**src/eott_ram.sv**
```systemverilog
// Generic single-write, single-read RAM with a registered read port.
// No dependencies.
module eott_ram #(
   parameter int WIDTH = 32,
   parameter int DEPTH = 16
) (
   input  logic                     clock,
   input  logic                     wr_en,
   input  logic [$clog2(DEPTH)-1:0] wr_addr,
   input  logic [WIDTH-1:0]         wr_data,
   input  logic [$clog2(DEPTH)-1:0] rd_addr,
   output logic [WIDTH-1:0]         rd_data
);

   logic [WIDTH-1:0] mem_ff [DEPTH];
   logic [WIDTH-1:0] rd_data_ff;

   always_ff @(posedge clock) begin
      if (wr_en) begin
         mem_ff[wr_addr] <= wr_data;
      end
      rd_data_ff <= mem_ff[rd_addr];
   end

   assign rd_data = rd_data_ff;

endmodule

```
**config.mk**
```make
export PLATFORM = sky130hd
export DESIGN_NAME = eott_ram
export DESIGN_NICKNAME = d
export VERILOG_FILES = /design/src/eott_ram.sv
export SDC_FILE = /design/constraint.sdc
export NUM_CORES = 1
export LEC_CHECK = 0
export BUFFER_PORTS_ARGS = -buffer_cell sky130_fd_sc_hd__clkbuf_2
export CORE_MARGIN = 2
export CORE_UTILIZATION = 26
export DETAILED_ROUTE_END_ITERATION = 7
export PLACE_DENSITY_LB_ADDON = 0.25
export SYNTH_ARGS = -nofsm -noshare
export SYNTH_HDL_FRONTEND = slang
export SYNTH_SLANG_ARGS = --single-unit
```
**constraint.sdc**
```tcl
create_clock -name clock -period 10.26 [get_ports clock]
set_input_delay 2.052 -clock clock [delete_from_list [all_inputs] [get_ports clock]]
set_output_delay 2.052 -clock clock [all_outputs]
set_load 0.01 [all_outputs]
```
# Word level (Yosys, flattened, before mapping)
# Memories as Yosys holds them, arrays and structs flattened. A register that Yosys moved wholly into a read port is not among the register bits.
# Cells that the tools add are included.
[totals]
mem_count = 1
reg_bits = 0
mem_bits_rw = 512
word_cells = 3
[classes]
mux = 2
[memory_table]
columns = ["memory", "depth", "word_bits", "read_ports", "rd_ports_with_merged_regs", "write_ports", "line", "source"]
rows = [
  ["mem_ff", 16, 32, 1, 1, 1, "15", "logic [WIDTH-1:0] mem_ff [DEPTH];"],
]
[ops]
columns = ["operator", "count"]
rows = [
  ["$mux W1", 2],
]

# Logic depth before layout (Yosys ltp)
# Gate-level depths: netlist of the first run.
[depth]
depth_word = 2
ltp_mapped = 5
ltp_nobuf = 3

# Least setup slack after synthesis of the first run
# No wires, ideal clock.
[synth_timing]
path_type = "input -> register"
startpoint = "input port wr_addr[2]"
endpoint = "memory mem_ff[0][0] (enable)"
required_ns = 9.799
cell_stages = 2
slack_ns = 5.028
arrival_ns = 4.770
path_cell_list = "or3b_2 -> nor3_1"
[synth_rtl]
columns = ["item", "line", "source"]
rows = [
  ["start, declared", "9", "input logic [$clog2(DEPTH)-1:0] wr_addr,"],
  ["end, declared", "15", ""],
]
# Straight into the memory's write port.

==> results of run 1 <==
-- metal layers --
layer / vias to the layer above / share of wire / wire (um) / GRT usage
li1: 3803 / - / - / -
met1: 4816 / 0.45 / 21200 / 0.164
met2: 158 / 0.48 / 22600 / 0.195
met3: 82 / 0.043 / 2030 / 0.0251
met4: 14 / 0.020 / 956 / 0.0373
met5: - / 0.0020 / 92 / 0
-- synth_stat cells (2+ instances only) --
library cell,count
nor3_1,4
nor2_1,13
nand3b_1,2
mux4_2,128
nand2b_1,2
a22oi_1,64
nor2b_1,2
dfxtp_1,32
clkbuf_1,17
buf_1,9
buf_4,11
buf_2,4
nand2_1,33
buf_6,2
edfxtp_1,512
-- layout make-up --
type | instances | area [sq um] | share of cell area
Clock buffer | 81 | 1570 | 0.0671
Tap cell | 978 | 1220 | 0.0524
Multi-Input combinational cell | 251 | 3750 | 0.161
Clock inverter | 21 | 225 | 0.00964
Timing Repair Buffer | 99 | 576 | 0.0246
Sequential cell | 544 | 16000 | 0.686
-- power by group through the flow --
stage / logic (mW) / clock network (mW) / registers, mW
after floorplan: 0.119 / 0 / 2.55
after global placement: 0.224 / 0 / 2.55
after detailed placement: 0.227 / 0 / 2.55
after CTS: 0.227 / 2.05 / 2.50
after global routing: 0.240 / 2.13 / 2.51
final: 0.219 / 1.99 / 2.50
-- kinds of logic (layout without fill, tap and decap cells) --
group | count (synthesis) | in the layout | synth area share
flip-flops | 544 | 544 | 0.807
multiplexers | 128 | 128 | 0.145
AO/OA/AOI/OAI | 64 | 64 | 0.0242
AND/OR/NAND/NOR | 59 | 59 | 0.0127
buffers and inverters | 43 | 201 | 0.0112
-- worst reg2reg max path: cells and delay by family, from the launching register on --
family	cells	cell delay, ps
compound gates	1	220
flops	1	360
mux	1	470
simple gates	1	130
-- worst max path at each step --
stage,from,end,depth (start not counted)
4_1_cts,rd_addr[0],rd_data[29],5
6_report,rd_addr[0],rd_data[29],5
3_3_place_gp,rd_addr[0],rd_data[24],5
2_1_floorplan,wr_addr[2],mem_ff[0][0],2
5_1_grt,rd_addr[0],rd_data[31],5
3_5_place_dp,rd_addr[0],rd_data[29],5
-- state kept, by name (all words and copies together), names as in the netlist --
signal / count
rd_data: 32
mem_ff: 512
==> results.txt, run 1 <==
Status - complete, no violations
Clk pwr share - 0.423
Total Routing Usage GR - 0.121
Worst Skew - 13.6 ps
Gate power share - 0.046
DP Wirelength - 23700 um
Slowest stage delay, CP - 790 ps
Tcrit/Tclk final - 0.384
Setup TNS - 0 ps
P_sw - 0.964 mW
Core area - 0.0758 sq mm
Worst-margin pin slew - 970 ps
Pint - 3.75 mW
Critical Path Source Type - input pin
Power Total - 4.71 mW
Max-slew violations - 0
Maxcap violations - 0
R2R cell count - 3
IO buf count - 73
Diodes inserted - 0
Initial antenna violation count - 8
Crit-path cells - clkbuf_8 > buf_4 > mux4_2 > a22oi_1 > nand2_1
DIE WIDTH - 280 um
Dpl cell area - 0.0216 sq mm
DRT antenna net count - 0
Overflow after GRT - 0
Post-layout nets - 994
Hold WS - 669 ps
Top_reg_cell synth - edfxtp_1
Setup WS pre-CTS - 5580 ps
Final critical-path required period - 3940 ps
Synth Warn # - 0
Post-CTS Setup Repair Bufs - 0
Crit. End Element - flop
WL per Instance - 23.7 um
Placer Congestion - 0.661
DR vias - 8873
Initial core utilization - 0.262
Post-synthesis instance area - 0.0199 sq mm
R2R Path End - rd_data[13]
Commonest non-fill, non-tap cell in the layout - edfxtp_1
Sw Share - 0.205
DP Cell Count - 1872
Crit-path max FO - 58
Min-delay worst type - flop to flop
First-pass GRT wire length - 67600 um
WP data required - 10730 ps
Clock Path Buffers - 3
Drt pass-1 iters - 4
Synthesized net count - 880
Io pins - 74
Clock Pin Slew Worst Setup and Hold Paths - 60 ps
VDD IR-drop max - 0.124 mV
Site row count - 101
Cts repair resizes - 0
WS Path Type - input pin to flop
Hold path start - mem_ff[14][3]
Largest net degree at the start of global routing - 68
Vias in the first global route - 9496
Synth unique cells - 18
Worst r2r src - mem_ff[11][13]
Post-Layout Cell Count - 1974
Share of layout cells above drive strength 1 - 0.326
Final hold vios - 0
Post-Route WL - 46900 um
Gate Count Post-Synth - 838
Leak - 7.35 nW
Synth area leader - edfxtp_1
Syn-to-layout area delta - 17.6%
Max Clk Rate - 0.254 GHz
Worst Path Buf+Inv - 2
Seq pwr share - 0.531
Post-route design area - 0.0234 sq mm
Worst hold endpoint - rd_data[3]
Initial DRC count - 609
Final Core Density - 0.308
Commonest non-fill, non-tap cells in the layout - edfxtp_1, mux4_2, clkbuf_2, a22oi_1, clkbuf_16
Fin worst setup slack - 6320 ps
DRC viols - 0
Post-synth EDFFs - 512
Slowest-stage cell, CP - buf_4
Final Setup Violations - 0
Cell count of the worst hold path - 3
Top cells by area, synth - edfxtp_1, mux4_2, dfxtp_1
H-tree depth - 2
WP data arrival - 4410 ps
Syn avg cell area - 23.7 sq um
Unrepaired setup endpoints after global routing - false
Sequential element share of the synthesized area - 0.807
Root Buffer - clkbuf_16
Hold-fix buffers, CTS - 0
Pwr Density - 202 mW/mm^2
Slew margin rel. - 0.353
CTS sink count - 544
Async SR Flop Fraction - 0
Clock Latency Late Sink - 600 ps
Die height - 280 um
Synth top area share - 0.774
CP delay by family, top - buffers and inverters
R2r setup slk - 8950 ps
TritonCTS clock tree - built
Cts bufs inserted - 56
Fillers - 7321
Synth Register Bits - 544
Vias/cell - 4.49
Die footprint - 0.0786 sq mm
Power figures use the tool's default switching activity.
==> run 2: changes to the inputs <==
Clock period 10.26 ns to 3.85 ns, I/O delays scaled along.
==> results.txt, run 2 (synthesized netlist as in run 1, its figures left out) <==
Status - complete, no violations
Overflow after GRT - 0 (unchanged)
Gate power share - 0.047 (about the same)
IO buf count - 73 (unchanged)
Initial core utilization - 0.262 (unchanged)
Core area - 0.0758 sq mm (unchanged)
Diodes inserted - 0 (unchanged)
Final hold vios - 0 (unchanged)
H-tree depth - 2 (unchanged)
Crit. End Element - flop
Placer Congestion - 0.670 (+1.3%)
TritonCTS clock tree - built
DIE WIDTH - 280 um (unchanged)
Hold-fix buffers, CTS - 0 (unchanged)
Io pins - 74 (unchanged)
Final Core Density - 0.310 (+0.00195)
Final Setup Violations - 0 (unchanged)
Post-CTS Setup Repair Bufs - 0 (unchanged)
Final critical-path required period - 2210 ps
Initial DRC count - 708 (+16%)
DR vias - 8894 (+0.24%)
Slowest stage delay, CP - 610 ps (-180 ps)
WP data arrival - 2470 ps (-1940 ps)
Commonest non-fill, non-tap cell in the layout - edfxtp_1
Share of layout cells above drive strength 1 - 0.334 (+0.00802)
Pint - 9.92 mW (+160%)
Clock Path Buffers - 3 (unchanged)
DRT antenna net count - 0 (unchanged)
Vias/cell - 4.49 (-0.22%)
Clk pwr share - 0.422 (about the same)
Pwr Density - 535 mW/mm^2 (+170%)
P_sw - 2.66 mW (+180%)
Max-slew violations - 0 (unchanged)
VDD IR-drop max - 0.377 mV (+200%)
Worst Skew - 21.5 ps (+7.95 ps)
Worst Path Buf+Inv - 2 (unchanged)
Largest net degree at the start of global routing - 46 (-32%)
Leak - 7.42 nW (+0.98%)
CTS sink count - 544 (unchanged)
Crit-path cells - clkbuf_2 > or3b_2 > nor2_4 > buf_4
Syn-to-layout area delta - 18.4%
Post-Route WL - 44700 um (-4.6%)
DP Wirelength - 23900 um (+0.74%)
Commonest non-fill, non-tap cells in the layout - edfxtp_1, mux4_2, clkbuf_2, a22oi_1, clkbuf_16
Unrepaired setup endpoints after global routing - false
Drt pass-1 iters - 5 (+1)
Worst-margin pin slew - 1100 ps (+135 ps)
DRC viols - 0 (unchanged)
Total Routing Usage GR - 0.115 (-0.00531)
Cts repair resizes - 0 (unchanged)
Site row count - 101 (unchanged)
Tcrit/Tclk final - 0.573
Biggest register - mem_ff
First-pass GRT wire length - 66000 um (-2.4%)
Seq pwr share - 0.530 (about the same)
Max Clk Rate - 0.453 GHz
Slowest-stage cell, CP - or3b_2
Sw Share - 0.211 (+0.00653)
Cts bufs inserted - 57 (+1.8%)
CP delay by family, top - simple AND/OR/NAND/NOR gates
Post-layout nets - 999 (+0.50%)
Critical Path Source Type - input pin
Die height - 280 um (unchanged)
WP data required - 4120 ps (-6610 ps)
Setup TNS - 0 ps (unchanged)
Root Buffer - clkbuf_16
Clock Latency Late Sink - 630 ps (+30 ps)
Min-delay worst type - input pin to flop
Die footprint - 0.0786 sq mm (unchanged)
WL per Instance - 22.6 um (-5.0%)
Initial antenna violation count - 1 (-7)
Maxcap violations - 0 (unchanged)
Slew margin rel. - 0.264 (-0.0897)
Clock Pin Slew Worst Setup and Hold Paths - 60 ps (about the same)
Crit-path max FO - 20 (-66%)
WS Path Type - input pin to flop
Vias in the first global route - 9443 (-0.56%)
Largest register FFs - 512 (unchanged)
[run 2: area by class of cell]
type / count / area, sq um
clock buffers: 84 / 1620
clock inverters: 23 / 210
fillers: 7271 / 52300
multi-input cells: 251 / 3760
flip-flops and latches: 544 / 16000
well taps: 978 / 1220
repair buffers: 103 / 681
[run 2: worst reg2reg max path: cells and delay by family, from the launching register on]
kind / cells / cell delay [ps]
mux: 1 / 470
flops: 1 / 360
compound gates: 1 / 330
simple gates: 1 / 100
[run 2: routing by layer]
metal  GRT usage  part of all wire
met5           0           0.00025
met4      0.0314             0.018
met3      0.0235             0.053
met2       0.177              0.46
met1       0.167              0.47
[run 2: power by group through the flow]
| stage | registers, mW | clock network, mW | logic, mW |
|---|---|---|---|
| floorplan | 6.80 | 0 | 0.318 |
| detailed placement | 6.80 | 0 | 0.615 |
| CTS | 6.67 | 5.48 | 0.616 |
| finish | 6.67 | 5.31 | 0.596 |
| global route | 6.68 | 5.70 | 0.653 |
| global placement | 6.79 | 0 | 0.607 |
[run 2: final timing paths]
check                      from        endpoint  slack (ps)  cells after the start
hold reg to reg   mem_ff[15][6]      rd_data[6]         670                      3
hold / removal      wr_data[25]  mem_ff[12][25]         540                      1
setup reg to reg   mem_ff[2][5]      rd_data[5]        2470                      3
setup / recovery     wr_addr[2]    mem_ff[1][8]        1640                      4
[run 2: stage by stage]
stage | instance area (sq um) | cells | power [mW] | worst slack, ps | hold slack (ps)
after floorplan | 19900 | 838 | 7.11 | 201 | 635
after global placement | 21700 | 1876 | 7.40 | 1080 | 657
after detailed placement | 21700 | 1876 | 7.41 | 1010 | 654
after CTS | 23500 | 1983 | 12.8 | 1660 | 511
after global routing | 23500 | 1983 | 13.0 | 1570 | 556
final | 23500 | 1983 | 12.6 | 1640 | 540
==> run 3: changes to the inputs <==
Settings changed: ABC_AREA from default to 1.
Clock period 3.85 ns to 2.15 ns, I/O delays scaled along.
==> results.txt, run 3 <==
Pwr Density - 861 mW/mm^2 (+61%)
Crit. End Element - primary output
WP data required - 1720 ps (-2400 ps)
Top_reg_cell synth - edfxtp_1
Hold WS - 246 ps (-293 ps)
IO buf count - 73 (unchanged)
Initial core utilization - 0.262 (about the same)
Synthesized net count - 2162 (+150%)
DR vias - 14.4k (+62%)
Synth Warn # - 0 (unchanged)
Diodes inserted - 0 (unchanged)
Total Routing Usage GR - 0.134 (+0.0188)
Initial antenna violation count - 3 (+2)
Initial DRC count - 1038 (+47%)
Largest register FFs - 512 (unchanged)
Synth unique cells - 15 (-3)
Die footprint - 0.0898 sq mm (+14%)
Commonest non-fill, non-tap cell in the layout - nand2_1
Largest net degree at the start of global routing - 95 (+110%)
Max-slew violations - 0 (unchanged)
Maxcap violations - 0 (unchanged)
Unrepaired setup endpoints after global routing - false
TritonCTS clock tree - built
Worst-margin pin slew - 563 ps (-542 ps)
Hold-fix buffers, CTS - 0 (unchanged)
First-pass GRT wire length - 91000 um (+38%)
Die height - 300 um (+6.9%)
Post-synthesis instance area - 0.0227 sq mm (+14%)
Async SR Flop Fraction - 0 (unchanged)
DRC viols - 0 (unchanged)
Slew margin rel. - 0.625 (+0.361)
WS Path Type - flop to primary output
R2r setup slk - 1020 ps (-1450 ps)
R2R Path End - rd_data[0]
H-tree depth - 2 (unchanged)
Top cells by area, synth - edfxtp_1, nand2_1, nand3_1
DRT antenna net count - 0 (unchanged)
Final critical-path required period - 1740 ps
Tcrit/Tclk final - 0.812
CP delay by family, top - flip-flops
Overflow after GRT - 0 (unchanged)
Share of layout cells above drive strength 1 - 0.102 (-0.232)
Hold path start - wr_data[17]
Clock Pin Slew Worst Setup and Hold Paths - 60 ps (about the same)
DIE WIDTH - 300 um (+6.9%)
Vias/cell - 4.22 (-5.9%)
Io pins - 74 (unchanged)
Crit-path max FO - 1 (-95%)
Root Buffer - clkbuf_16
Worst Path Buf+Inv - 1 (-1)
Commonest cells post-synth - nand2_1, edfxtp_1, inv_1, nand3_1, buf_2
Slowest-stage cell, CP - dfxtp_1
Worst hold endpoint - mem_ff[15][17]
Clock Path Buffers - 3 (unchanged)
R2R cell count - 6 (+3)
Gate Count Post-Synth - 2120 (+150%)
Synth area leader - edfxtp_1
Cts repair resizes - 0 (unchanged)
Top-count cell post-synth - nand2_1
Post-CTS Setup Repair Bufs - 0 (unchanged)
Biggest register - mem_ff
DP Wirelength - 35900 um (+50%)
Post-Route WL - 60700 um (+36%)
P_sw - 5.30 mW (+100%)
Pint - 17.6 mW (+77%)
Syn-to-layout area delta - 16.8%
Worst Skew - 17.4 ps (-4.12 ps)
Gate power share - 0.066 (+0.019)
Syn avg cell area - 10.7 sq um (-55%)
Post-synth EDFFs - 512 (unchanged)
Cts bufs inserted - 55 (-3.5%)
Max Clk Rate - 0.573 GHz
VDD IR-drop max - 0.591 mV (+57%)
Leak - 11.0 nW (+49%)
Drt pass-1 iters - 5 (unchanged)
Site row count - 108 (+6.9%)
Cell count of the worst hold path - 1 (unchanged)
Placer Congestion - 0.783 (+17%)
CTS sink count - 544 (unchanged)
Worst r2r src - mem_ff[1][0]
Clock Latency Late Sink - 620 ps (about the same)
Slowest stage delay, CP - 500 ps (-110 ps)
Min-delay worst type - input pin to flop
Synth Register Bits - 544 (unchanged)
Final hold vios - 0 (unchanged)
Vias in the first global route - 13.9k (+47%)
Critical Path Source Type - flop
WP data arrival - 1310 ps (-1160 ps)
Clk pwr share - 0.411 (-0.011)
Post-layout nets - 2246 (+120%)
Commonest non-fill, non-tap cells in the layout - nand2_1, edfxtp_1, inv_1, nand3_1, clkbuf_2
Crit-path cells - clkbuf_2
WL per Instance - 17.8 um (-21%)
Final Core Density - 0.306 (-0.00402)
Sequential element share of the synthesized area - 0.705 (-0.102)
Seq pwr share - 0.523 (-0.007)
Synth top area share - 0.676 (-0.0980)
Setup TNS - 0 ps (unchanged)
Status - complete, no violations
Sw Share - 0.232 (+0.0208)
Core area - 0.0868 sq mm (+14%)
Final Setup Violations - 0 (unchanged)
-- run 3: cell count changes after synthesis, moves of 2 or more --
| cell | delta |
|---|---|
| nand2b_1 | -2 |
| clkbuf_1 | -3 |
| buf_6 | +27 |
| nand2_1 | +644 |
| nor3_1 | -4 |
| a22oi_1 | -64 |
| nor2_1 | +4 |
| nor2b_1 | -2 |
| nand3_1 | +384 |
| buf_1 | +5 |
| buf_2 | +37 |
| mux4_2 | -128 |
| inv_1 | +388 |
| buf_4 | -5 |
-- run 3: area by class of cell --
cell class	count	area (sq um)
Inverter	390	1470
Clock buffer	69	1440
Clock inverter	35	330
Fill cell	8853	60200
Multi-Input combinational cell	1081	4670
Timing Repair Buffer	132	1170
Tap cell	1155	1450
Sequential cell	544	16000
-- run 3: power groups by stage --
stage | logic [mW] | registers [mW] | clock network [mW]
after floorplan | 0.810 | 12.2 | 0
after global placement | 1.53 | 12.2 | 0
after detailed placement | 1.54 | 12.2 | 0
after CTS | 1.54 | 12.0 | 9.65
after global routing | 1.68 | 12.0 | 10.0
final | 1.51 | 12.0 | 9.39
-- run 3: worst max-delay path by stage --
stage | startpoint | to | depth (start not counted)
floorplan | wr_addr[2] | mem_ff[10][0] | 2
global placement | rd_addr[0] | rd_data[8] | 8
detailed placement | rd_addr[0] | rd_data[6] | 8
CTS | rd_data[6] | rd_data[6] | 1
global route | rd_data[6] | rd_data[6] | 1
finish | rd_data[6] | rd_data[6] | 1
-- run 3: metal layers --
metal / vias up / routed length, um / global-route usage
met2: 288 / 28100 / 0.215
met1: 7023 / 28800 / 0.190
met4: 2 / 844 / 0.0287
met3: 63 / 2880 / 0.0237
li1: 7006 / - / -
met5: - / 13 / 0
-- run 3: stage by stage --
stage               worst slack (ps)  total power [mW]  instances  instance area (sq um)
floorplan                       -273              13.0       2120                  22700
global placement                 268              13.7       3302                  24800
detailed placement               255              13.7       3302                  24800
CTS                              374              23.2       3406                  26500
global route                     363              23.7       3406                  26500
finish                           405              22.9       3406                  26500
-- run 3: kinds of logic (layout without fill, tap and decap cells) --
logic type             Yosys count  count (layout)  share of synthesized area
AND/OR/NAND/NOR               1081            1081                      0.200
buffers and inverters          495             626                     0.0954
flip-flops                     544             544                      0.705
